`src/hdl/lgs_pkg.sv`:
```
// ----------------------------------------------------------------------------
// lgs_pkg: shared types and constants for lidar gap steering
// Register indexes, field widths, controller states and the command and
// status bundles between the controller and the datapath.
// ----------------------------------------------------------------------------
package lgs_pkg;

    localparam int MAX_SCAN   = 4096;
    localparam int POS_W      = $clog2(MAX_SCAN);
    localparam int LEN_W      = 13;
    localparam int CFG_IDX_W  = 3;
    localparam int CFG_DATA_W = 24;
    localparam int RAW_W      = 39;
    localparam int PROD_W     = 36;
    localparam int PLO_W      = 35;
    localparam int PHI_W      = 37;
    localparam int SUM_W      = 56;
    localparam int SPLIT      = 19;
    localparam int OUT_DATA_W = 40;

    localparam logic [CFG_IDX_W-1:0] CFG_SCAN_LENGTH   = 3'd0;
    localparam logic [CFG_IDX_W-1:0] CFG_CROP_COUNT    = 3'd1;
    localparam logic [CFG_IDX_W-1:0] CFG_THRESHOLD     = 3'd2;
    localparam logic [CFG_IDX_W-1:0] CFG_ANGLE_STEP    = 3'd3;
    localparam logic [CFG_IDX_W-1:0] CFG_ANGLE_OFFSET  = 3'd4;
    localparam logic [CFG_IDX_W-1:0] CFG_STEERING_GAIN = 3'd5;

    typedef struct packed {
        logic        [12:0] scan_length;
        logic        [10:0] crop_count;
        logic        [15:0] collision_threshold;
        logic        [23:0] angle_step;
        logic signed [14:0] angle_offset;
        logic        [15:0] steering_gain;
    } cfg_t;

    typedef enum logic [5:0] {
        ST_RUN  = 6'b000001,
        ST_MUL1 = 6'b000010,
        ST_ADD  = 6'b000100,
        ST_MUL2 = 6'b001000,
        ST_SUM  = 6'b010000,
        ST_OUT  = 6'b100000
    } state_t;

    typedef struct packed {
        logic take;
        logic mul1;
        logic add;
        logic mul2;
        logic sum;
        logic load;
    } cmd_t;

    typedef struct packed {
        logic last;
        logic out_valid;
    } sts_t;

endpackage

```
`src/hdl/lgs_cfg.sv`:
```
// ----------------------------------------------------------------------------
// lgs_cfg: configuration register file
// Holds the six scan and steering registers, written through the
// configuration channel; unknown indexes are ignored.
// ----------------------------------------------------------------------------
module lgs_cfg (
    input  logic                           aclk,
    input  logic                           aresetn,
    input  logic                           cfg_valid,
    output logic                           cfg_ready,
    input  logic [lgs_pkg::CFG_IDX_W-1:0]  cfg_index,
    input  logic [lgs_pkg::CFG_DATA_W-1:0] cfg_data,
    output lgs_pkg::cfg_t                  cfg
);
    import lgs_pkg::*;

    cfg_t cfg_reg;

    assign cfg_ready = 1'b1;
    assign cfg       = cfg_reg;

    always_ff @(posedge aclk) begin
        if (!aresetn) begin
            cfg_reg.scan_length         <= 13'd1080;
            cfg_reg.crop_count          <= 11'd216;
            cfg_reg.collision_threshold <= 16'd192;
            cfg_reg.angle_step          <= 24'd130342;
            cfg_reg.angle_offset        <= -15'sd10294;
            cfg_reg.steering_gain       <= 16'd4096;
        end else if (cfg_valid && cfg_ready) begin
            case (cfg_index)
                CFG_SCAN_LENGTH:   cfg_reg.scan_length         <= cfg_data[12:0];
                CFG_CROP_COUNT:    cfg_reg.crop_count          <= cfg_data[10:0];
                CFG_THRESHOLD:     cfg_reg.collision_threshold <= cfg_data[15:0];
                CFG_ANGLE_STEP:    cfg_reg.angle_step          <= cfg_data[23:0];
                CFG_ANGLE_OFFSET:  cfg_reg.angle_offset        <= $signed(cfg_data[14:0]);
                CFG_STEERING_GAIN: cfg_reg.steering_gain       <= cfg_data[15:0];
                default: begin
                end
            endcase
        end
    end

endmodule

```
`src/hdl/lgs_ctrl.sv`:
```
// ----------------------------------------------------------------------------
// lgs_ctrl: sequencing controller
// Accepts samples while running; after the last sample of a scan steps the
// datapath through multiply, add, multiply, sum and output load.
// ----------------------------------------------------------------------------
module lgs_ctrl (
    input  logic          aclk,
    input  logic          aresetn,
    input  logic          s_tvalid,
    output logic          s_tready,
    input  logic          m_tready,
    input  lgs_pkg::sts_t sts,
    output lgs_pkg::cmd_t cmd,
    output lgs_pkg::state_t state
);
    import lgs_pkg::*;

    state_t state_reg;
    state_t state_next;

    assign state    = state_reg;
    assign s_tready = (state_reg == ST_RUN);

    always_comb begin
        cmd        = '0;
        state_next = state_reg;
        case (state_reg)
            ST_RUN: begin
                cmd.take = s_tvalid;
                if (s_tvalid && sts.last) begin
                    state_next = ST_MUL1;
                end
            end
            ST_MUL1: begin
                cmd.mul1   = 1'b1;
                state_next = ST_ADD;
            end
            ST_ADD: begin
                cmd.add    = 1'b1;
                state_next = ST_MUL2;
            end
            ST_MUL2: begin
                cmd.mul2   = 1'b1;
                state_next = ST_SUM;
            end
            ST_SUM: begin
                cmd.sum    = 1'b1;
                state_next = ST_OUT;
            end
            ST_OUT: begin
                if (!sts.out_valid || m_tready) begin
                    cmd.load   = 1'b1;
                    state_next = ST_RUN;
                end
            end
            default: begin
                state_next = ST_RUN;
            end
        endcase
    end

    always_ff @(posedge aclk) begin
        if (!aresetn) begin
            state_reg <= ST_RUN;
        end else begin
            state_reg <= state_next;
        end
    end

endmodule

```
`src/hdl/lgs_dp.sv`:
```
// ----------------------------------------------------------------------------
// lgs_dp: scan tracking and steering arithmetic
// Counts sample positions, tracks first farthest and nearest kept ranges,
// and forms the rounded, saturated steering angle in the output register.
// ----------------------------------------------------------------------------
module lgs_dp (
    input  logic                            aclk,
    input  logic                            aresetn,
    input  lgs_pkg::cfg_t                   cfg,
    input  lgs_pkg::cmd_t                   cmd,
    output lgs_pkg::sts_t                   sts,
    input  logic [15:0]                     s_tdata,
    input  logic                            m_tready,
    output logic                            m_tvalid,
    output logic [lgs_pkg::OUT_DATA_W-1:0]  m_tdata,
    output logic                            m_tuser
);
    import lgs_pkg::*;

    localparam logic [LEN_W-1:0] MAX_LEN = LEN_W'(MAX_SCAN);

    logic [POS_W-1:0]        pos_reg;
    logic [15:0]             far_val_reg, near_val_reg;
    logic [POS_W-1:0]        far_pos_reg, near_pos_reg;
    logic [15:0]             far_val_next, near_val_next;
    logic [POS_W-1:0]        far_pos_next, near_pos_next;
    logic [POS_W-1:0]        gap_idx_reg, near_idx_reg;
    logic                    coll_reg;
    logic [PROD_W-1:0]       prod_reg;
    logic signed [RAW_W-1:0] raw_reg, raw_next, off_term, prod_term;
    logic [PLO_W-1:0]        plo_reg;
    logic signed [PHI_W-1:0] phi_reg;
    logic signed [SUM_W-1:0] sum_reg, sum_next;
    logic signed [31:0]      quot;
    logic signed [15:0]      sat;
    logic [LEN_W-1:0]        len, pos_ext, crop_ext;
    logic                    kept;
    logic [POS_W-1:0]        kidx, idx;
    logic signed [15:0]      angle_reg;
    logic                    out_coll_reg, out_valid_reg;
    logic [POS_W-1:0]        out_gap_reg, out_near_reg;

    always_comb begin
        if (cfg.scan_length == '0) begin
            len = LEN_W'(1);
        end else if (cfg.scan_length > MAX_LEN) begin
            len = MAX_LEN;
        end else begin
            len = cfg.scan_length;
        end
    end

    assign pos_ext  = LEN_W'(pos_reg);
    assign crop_ext = LEN_W'(cfg.crop_count);
    assign kept     = (pos_ext >= crop_ext) && ((pos_ext + crop_ext) < len);
    assign kidx     = pos_reg - POS_W'(cfg.crop_count);
    assign sts.last = (pos_ext + LEN_W'(1)) >= len;
    assign sts.out_valid = out_valid_reg;

    always_comb begin
        far_val_next  = far_val_reg;
        far_pos_next  = far_pos_reg;
        near_val_next = near_val_reg;
        near_pos_next = near_pos_reg;
        if (kept && (s_tdata > far_val_reg)) begin
            far_val_next = s_tdata;
            far_pos_next = kidx;
        end
        if (kept && (s_tdata < near_val_reg)) begin
            near_val_next = s_tdata;
            near_pos_next = kidx;
        end
    end

    always_ff @(posedge aclk) begin
        if (!aresetn) begin
            pos_reg      <= '0;
            far_val_reg  <= '0;
            far_pos_reg  <= '0;
            near_val_reg <= '1;
            near_pos_reg <= '0;
        end else if (cmd.take) begin
            if (sts.last) begin
                pos_reg      <= '0;
                far_val_reg  <= '0;
                far_pos_reg  <= '0;
                near_val_reg <= '1;
                near_pos_reg <= '0;
            end else begin
                pos_reg      <= pos_reg + POS_W'(1);
                far_val_reg  <= far_val_next;
                far_pos_reg  <= far_pos_next;
                near_val_reg <= near_val_next;
                near_pos_reg <= near_pos_next;
            end
        end
    end

    always_ff @(posedge aclk) begin
        if (cmd.take && sts.last) begin
            gap_idx_reg  <= far_pos_next;
            near_idx_reg <= near_pos_next;
            coll_reg     <= near_val_next < cfg.collision_threshold;
        end
    end

    assign idx       = coll_reg ? near_idx_reg : gap_idx_reg;
    assign off_term  = {{12{cfg.angle_offset[14]}}, cfg.angle_offset, 12'b0};
    assign prod_term = $signed({3'b0, prod_reg});
    assign raw_next  = coll_reg ? (-off_term - prod_term) : (off_term + prod_term);

    always_comb begin
        if (coll_reg) begin
            sum_next = {phi_reg, {SPLIT{1'b0}}} + $signed({21'b0, plo_reg})
                     + $signed(SUM_W'(1) << 23);
        end else begin
            sum_next = {{5{raw_reg[RAW_W-1]}}, raw_reg, 12'b0}
                     + $signed(SUM_W'(1) << 23);
        end
    end

    always_ff @(posedge aclk) begin
        if (cmd.mul1) begin
            prod_reg <= PROD_W'(cfg.angle_step * idx);
        end
        if (cmd.add) begin
            raw_reg <= raw_next;
        end
        if (cmd.mul2) begin
            plo_reg <= PLO_W'(cfg.steering_gain * raw_reg[SPLIT-1:0]);
            phi_reg <= PHI_W'($signed({1'b0, cfg.steering_gain})
                              * $signed(raw_reg[RAW_W-1:SPLIT]));
        end
        if (cmd.sum) begin
            sum_reg <= sum_next;
        end
    end

    assign quot = sum_reg[SUM_W-1:24];

    always_comb begin
        if (quot > 32'sd32767) begin
            sat = 16'sh7fff;
        end else if (quot < -32'sd32768) begin
            sat = -16'sh8000;
        end else begin
            sat = quot[15:0];
        end
    end

    always_ff @(posedge aclk) begin
        if (cmd.load) begin
            angle_reg    <= sat;
            out_coll_reg <= coll_reg;
            out_gap_reg  <= gap_idx_reg;
            out_near_reg <= near_idx_reg;
        end
    end

    always_ff @(posedge aclk) begin
        if (!aresetn) begin
            out_valid_reg <= 1'b0;
        end else if (cmd.load) begin
            out_valid_reg <= 1'b1;
        end else if (m_tready) begin
            out_valid_reg <= 1'b0;
        end
    end

    assign m_tvalid = out_valid_reg;
    assign m_tdata  = {out_near_reg, out_gap_reg, angle_reg};
    assign m_tuser  = out_coll_reg;

endmodule

```
`src/hdl/lidar_gap_steering.sv`:
```
// ----------------------------------------------------------------------------
// lidar_gap_steering: follow-the-gap steering from a lidar range stream
// One range per item; at the end of each scan one steering result.
//
//   channel  | dir | tdata fields (low bit up)                  | tuser
//   s_       | in  | range_sample[15:0]                         | -
//   m_       | out | steer_cmd, gap_index, nearest_index        | collision
//   cfg_     | in  | index 0..5, data per register              | -
//
// One sample per cycle while running; the last sample of a scan stalls the
// input for the angle arithmetic (multiply, add, multiply, sum, load).
// The output register holds a result until taken; a pending result stalls
// the load of the following scan's result, and the input with it.
// Reset is synchronous, active low; the scan position and trackers clear.
// ----------------------------------------------------------------------------
module lidar_gap_steering (
    input  logic                            aclk,
    input  logic                            aresetn,
    input  logic                            s_tvalid,
    output logic                            s_tready,
    input  logic [15:0]                     s_tdata,   // range_sample
    output logic                            m_tvalid,
    input  logic                            m_tready,
    // steer_cmd[15:0], gap_index[27:16], nearest_index[39:28]
    output logic [lgs_pkg::OUT_DATA_W-1:0]  m_tdata,
    output logic                            m_tuser,   // collision
    input  logic                            cfg_valid,
    output logic                            cfg_ready,
    input  logic [lgs_pkg::CFG_IDX_W-1:0]   cfg_index,
    input  logic [lgs_pkg::CFG_DATA_W-1:0]  cfg_data
);
    import lgs_pkg::*;

    cfg_t   cfg;
    cmd_t   cmd;
    sts_t   sts;
    state_t state;

    lgs_cfg u_cfg (
        .aclk      (aclk),
        .aresetn   (aresetn),
        .cfg_valid (cfg_valid),
        .cfg_ready (cfg_ready),
        .cfg_index (cfg_index),
        .cfg_data  (cfg_data),
        .cfg       (cfg)
    );

    lgs_ctrl u_ctrl (
        .aclk     (aclk),
        .aresetn  (aresetn),
        .s_tvalid (s_tvalid),
        .s_tready (s_tready),
        .m_tready (m_tready),
        .sts      (sts),
        .cmd      (cmd),
        .state    (state)
    );

    lgs_dp u_dp (
        .aclk     (aclk),
        .aresetn  (aresetn),
        .cfg      (cfg),
        .cmd      (cmd),
        .sts      (sts),
        .s_tdata  (s_tdata),
        .m_tready (m_tready),
        .m_tvalid (m_tvalid),
        .m_tdata  (m_tdata),
        .m_tuser  (m_tuser)
    );

`ifndef ASSERT_OFF
    a_last_stalls_input: assert property (@(posedge aclk) disable iff (!aresetn)
        (s_tvalid && s_tready && sts.last) |=> !s_tready)
        else $error("input accepted during end-of-scan arithmetic");

    a_no_overwrite: assert property (@(posedge aclk) disable iff (!aresetn)
        cmd.load |-> (!m_tvalid || m_tready))
        else $error("pending result overwritten");

    a_valid_from_load: assert property (@(posedge aclk) disable iff (!aresetn)
        $rose(m_tvalid) |-> $past(cmd.load))
        else $error("result shown without a load");

    a_load_in_out_state: assert property (@(posedge aclk) disable iff (!aresetn)
        cmd.load |-> (state == ST_OUT) && !s_tready)
        else $error("result load outside the output step");
`endif

endmodule
```
`config.mk`:
```
export PLATFORM = sky130hd
export DESIGN_NAME = lidar_gap_steering
export DESIGN_NICKNAME = d
export VERILOG_FILES = /design/src/hdl/lgs_pkg.sv /design/src/hdl/lgs_cfg.sv /design/src/hdl/lgs_ctrl.sv /design/src/hdl/lgs_dp.sv /design/src/hdl/lidar_gap_steering.sv
export SDC_FILE = /design/constraint.sdc
export NUM_CORES = 2
export LEC_CHECK = 0
export ABC_AREA = 1
export BUFFER_PORTS_ARGS = -buffer_cell sky130_fd_sc_hd__buf_2
export CAP_MARGIN = 20
export CORE_MARGIN = 2
export CORE_UTILIZATION = 39
export CTS_BUF_LIST = sky130_fd_sc_hd__clkbuf_8
export CTS_CLUSTER_SIZE = 20
export DETAILED_ROUTE_END_ITERATION = 10
export PLACE_DENSITY = 0.65
export SETUP_SLACK_MARGIN = 0.1
export SYNTH_ARGS = -nofsm -noshare
export SYNTH_HDL_FRONTEND = slang
export SYNTH_SLANG_ARGS = --single-unit
```
`constraint.sdc`:
```
create_clock -name aclk -period 9.25 [get_ports aclk]
set_input_delay 0.4625 -clock aclk [delete_from_list [all_inputs] [get_ports aclk]]
set_output_delay 0.4625 -clock aclk [all_outputs]
set_load 0.005 [all_outputs]
```
==> impl_summary.md <==
Routing
After detailed routing, the number of vias per cell comes to 5.04. For this run, design rule violations remaining after detail routing come to 0. The pre-antenna-repair detailed-routing pass consisted of 6 iterations.

The total wirelength of the detailed-routed design is 148 mm. The routed wirelength normalized by instance count is 17.5 um. The remaining antenna violation count is 0. In this run, the number of DRC markers left after iteration 0 of detailed routing was 3056.

Summing over every cut layer, the via total after detailed routing is 42700.

Logic synthesis
The mean area per synthesized cell is 8.09 sq um. The netlist area before placement is 53700 sq um. The top-area cell type share of the netlist area is 0.290. The number of nets handed over by synthesis was 7949. For this run, the leading register cell type out of synthesis is sky130_fd_sc_hd__edfxtp_1. After synthesis, the share of flip-flops with an asynchronous set or reset is 0. The largest area contributor in the synthesized netlist is sky130_fd_sc_hd__fa_1. In the synthesized netlist, the number of instances is 6639. Synthesis inferred 396 register bits. Sorting the synthesized cells by area gives the leading types as sky130_fd_sc_hd__fa_1, sky130_fd_sc_hd__edfxtp_1, sky130_fd_sc_hd__ha_1, sky130_fd_sc_hd__inv_1, sky130_fd_sc_hd__nand2_1. Counting distinct cell types in the post-synthesis netlist gives 70. The count of flip-flops with a built-in enable after synthesis is 226. The proportion of synthesized chip area in sequential cells is 0.190.

Yosys printed 0 warnings.

STA
The post-layout minimum cycle time is 7.17 ns. The worst path meets setup with 2.08 ns of slack. Dividing the final minimum period by the clock period gives 0.775. The number of endpoints with negative hold slack in the final report came to 0. The worst hold margin is 0.0791 ns. The number of pins with negative max-slew slack in the final report was 0.

For the pin with the worst max-slew slack, the measured transition is 1.16 ns. Static timing analysis puts the maximum clock frequency at 0.139 GHz. The worst clock skew is 0.0817 ns. The worst max-slew margin expressed relative to the limit is 0.229. In the final timing run, aggregate negative setup slack is 0 ns.

Setup repair after global routing left no endpoint under its margin. The total of endpoints with negative setup slack in the final report is 0.

Global route
The wire length of the first global-routing pass is 241 mm. The aggregate global-route resource usage is 0.216. The via count of the first global-routing pass came to 44700. The number of antenna violations at the first check in global routing is 2. The total overflow left after global routing is 0. Entering global routing, the biggest net connects 73 pins.

Setup path
The cell at the slowest stage of the critical path is sky130_fd_sc_hd__inv_1. The signal arrival time at the worst endpoint is 7.72 ns. The register-to-register setup slack is 2.08 ns. STA classifies the critical path startpoint as a register. On the worst path, the slowest cell contributes a delay of 0.66 ns. The critical path in this run is classified as reg2reg. Traced cell by cell, the critical path runs through inv_2 > buf_4 > or2_2 > nand2_1 > inv_1 > nand2_1 > fa_1 > inv_1 > fa_1 > inv_1 > fa_1 > fa_1 > inv_1 > ha_1 > nand3b_1 > nand3_1 > nand3_1 > nand2_1 > a21oi_1 > o21ai_0 > a21boi_1 > o21ai_0 > a21oi_1 > xnor2_1. The required time at the worst-slack endpoint is 9.80 ns.

The kind of end point of the critical path is a register. The biggest fanout along the worst timing path is 66.

Power and ir drop
The power density over the cells is 121 nW/um^2. Across the VDD grid, the largest voltage drop is 0.000120 V. The cell leakage power is 29.9 nW.

The total power after layout is 6.97 mW.

Clocking
The number of clock sinks seen by CTS is 396. The clock tree from TritonCTS is yes. The clock edge transition at the registers on the reported setup and hold paths is 0.06 ns. In this run, post-CTS repair resized a total of 0 instances. Clock tree synthesis inserted a total of 76 buffers. In this run the deepest clock path goes through 3 buffers. The library cell used as clock root buffer is sky130_fd_sc_hd__clkbuf_8. In this run the number of H-tree levels came out at 3.

The clock latency reported for the late side of the worst-skew pair is 0.83 ns.

Floorplan
The initial cell density of the core is 0.392. The count of pins on the block boundary is 92. The floorplan step defined a die boundary enclosing 141000 sq um.

The die is 375 um wide. The die is 375 um tall. The floorplan row count is 136. The core region is 137000 sq um.

Layout
The fraction of layout cells with a size suffix above 1 is 0.0502. In the final design database the tool counted 7923 nets. The finished cells cover 57700 sq um. The synthesis-to-finish area growth is 7.42%. The flip-flop count of the largest register, all copies and words added is 95.

Placement
At the placement stage, the worst setup path has a slack of 2.13 ns. The instance area after placement is 55700 sq um. The final weighted congestion in routability-driven placement is 0.909. Detailed placement ended at an HPWL of 114 mm. The port buffer count is 90.

Status
The flow ran to the end, and the final reports show no timing, DRC or antenna violations.

Job
The number of maximum-capacitance constraint violations is 0.

Min path
The worst hold path belongs to the class in2reg.
[final timing paths]
check	startpoint	endpoint	cells past startpoint
worst max-delay path	u_dp.coll_reg	u_dp.prod_reg[24]	24
worst min-delay path	cfg_index[0]	u_cfg.cfg[62]	3
worst max register to register	u_dp.coll_reg	u_dp.prod_reg[24]	24
worst min register to register	u_cfg.cfg[67]	u_cfg.cfg[67]	2
[what timing repair did]
action | CTS | global route
buffers inserted | 0 | 0
endpoints found under the hold margin | 31 | 0
hold buffers | 29 | 0
[synthesized netlist by cell type, types with 17 or more instances]
master                     instances
sky130_fd_sc_hd__a21o_1           17
sky130_fd_sc_hd__a21oi_1         378
sky130_fd_sc_hd__a31oi_1          32
sky130_fd_sc_hd__buf_1            41
sky130_fd_sc_hd__buf_2            33
sky130_fd_sc_hd__clkbuf_1        186
sky130_fd_sc_hd__dfxtp_1         170
sky130_fd_sc_hd__edfxtp_1        226
sky130_fd_sc_hd__fa_1            779
sky130_fd_sc_hd__ha_1            483
sky130_fd_sc_hd__inv_1          1574
sky130_fd_sc_hd__nand2_1        1497
sky130_fd_sc_hd__nand3_1          97
sky130_fd_sc_hd__nand4_1          32
sky130_fd_sc_hd__nor2_1          345
sky130_fd_sc_hd__nor3_1           28
sky130_fd_sc_hd__nor4_1           19
sky130_fd_sc_hd__o211ai_1         34
sky130_fd_sc_hd__o21a_1           20
sky130_fd_sc_hd__o21ai_0         259
sky130_fd_sc_hd__o21ai_1          35
sky130_fd_sc_hd__or2_2            29
sky130_fd_sc_hd__xnor2_1          60
sky130_fd_sc_hd__xor2_1          108
[cell families after synthesis]
family,synth area share
buffers and inverters,0.131
flip-flops,0.190
adder cells (fa/ha/maj),0.403
other,0.0000698
AND/OR/NAND/NOR,0.157
AO/OA/AOI/OAI,0.0911
XOR/XNOR,0.0274
multiplexers,0.000186
[cell usage in the layout (no fill, tap or decap), drive strengths merged, types with 4 or more instances in the layout]
master,n
a211oi,6
a21boi,5
a21o,17
a21oi,378
a221oi,6
a31oi,32
and3,4
buf,133
bufinv,7
clkbuf,79
clkinv,30
clkinvlp,5
dfxtp,170
dlygate4sd3,29
edfxtp,226
fa,779
ha,483
inv,1606
nand2,1501
nand3,104
nand3b,6
nand4,32
nor2,354
nor3,34
nor4,19
o2111ai,16
o211ai,34
o21a,20
o21ai,305
o21bai,16
o221ai,7
o31ai,8
or2,33
xnor2,60
xor2,108
[layout make-up]
type | count | area [sq um]
fill | 13600 | 79300
multi-input combinational | 4392 | 36500
sequential | 396 | 10200
inverter | 1585 | 5950
tap | 1794 | 2240
clock buffer | 79 | 1090
timing repair buffer | 162 | 1090
clock inverter | 63 | 597
antenna | 2 | 5.00
[routing by layer]
layer	vias to the layer above	wire length (um)	global-route usage
met4	0	5050	0.0735
met5	-	0	0
met1	21000	63700	0.282
met3	271	9560	0.0323
met2	1331	70100	0.365
li1	20100	-	-
[report_power, final]
| group | leakage, nW | switching [mW] | internal [mW] | total (mW) |
|---|---|---|---|---|
| clock | 0.917 | 0.955 | 1.03 | 1.99 |
| sequential | 3.41 | 0.0312 | 1.99 | 2.02 |
| combinational | 25.6 | 1.87 | 1.09 | 2.96 |
| total | 29.9 | 2.86 | 4.11 | 6.97 |
[stage by stage]
| step | utilization | instances |
|---|---|---|
| after global routing | 0.421 | 8473 |
| after CTS | 0.421 | 8470 |
| final | 0.421 | 8473 |
| after detailed placement | 0.406 | 8299 |
| after global placement | 0.406 | 8299 |
| after floorplan | - | 6639 |
[worst max-delay path, delay by kind of cell, from the launching register on]
| family | cells | cell delay (ns) |
|---|---|---|
| DFF | 1 | 0.56 |
| buffers and inverters | 6 | 1.65 |
| adders and majority gates | 5 | 2.40 |
| and+or+nand+nor | 7 | 1.00 |
| xor gates and xnor gates | 1 | 0.09 |
| AOI/OAI and AO/OA | 5 | 1.17 |
Note: power is estimated with default switching activity, not from simulation.
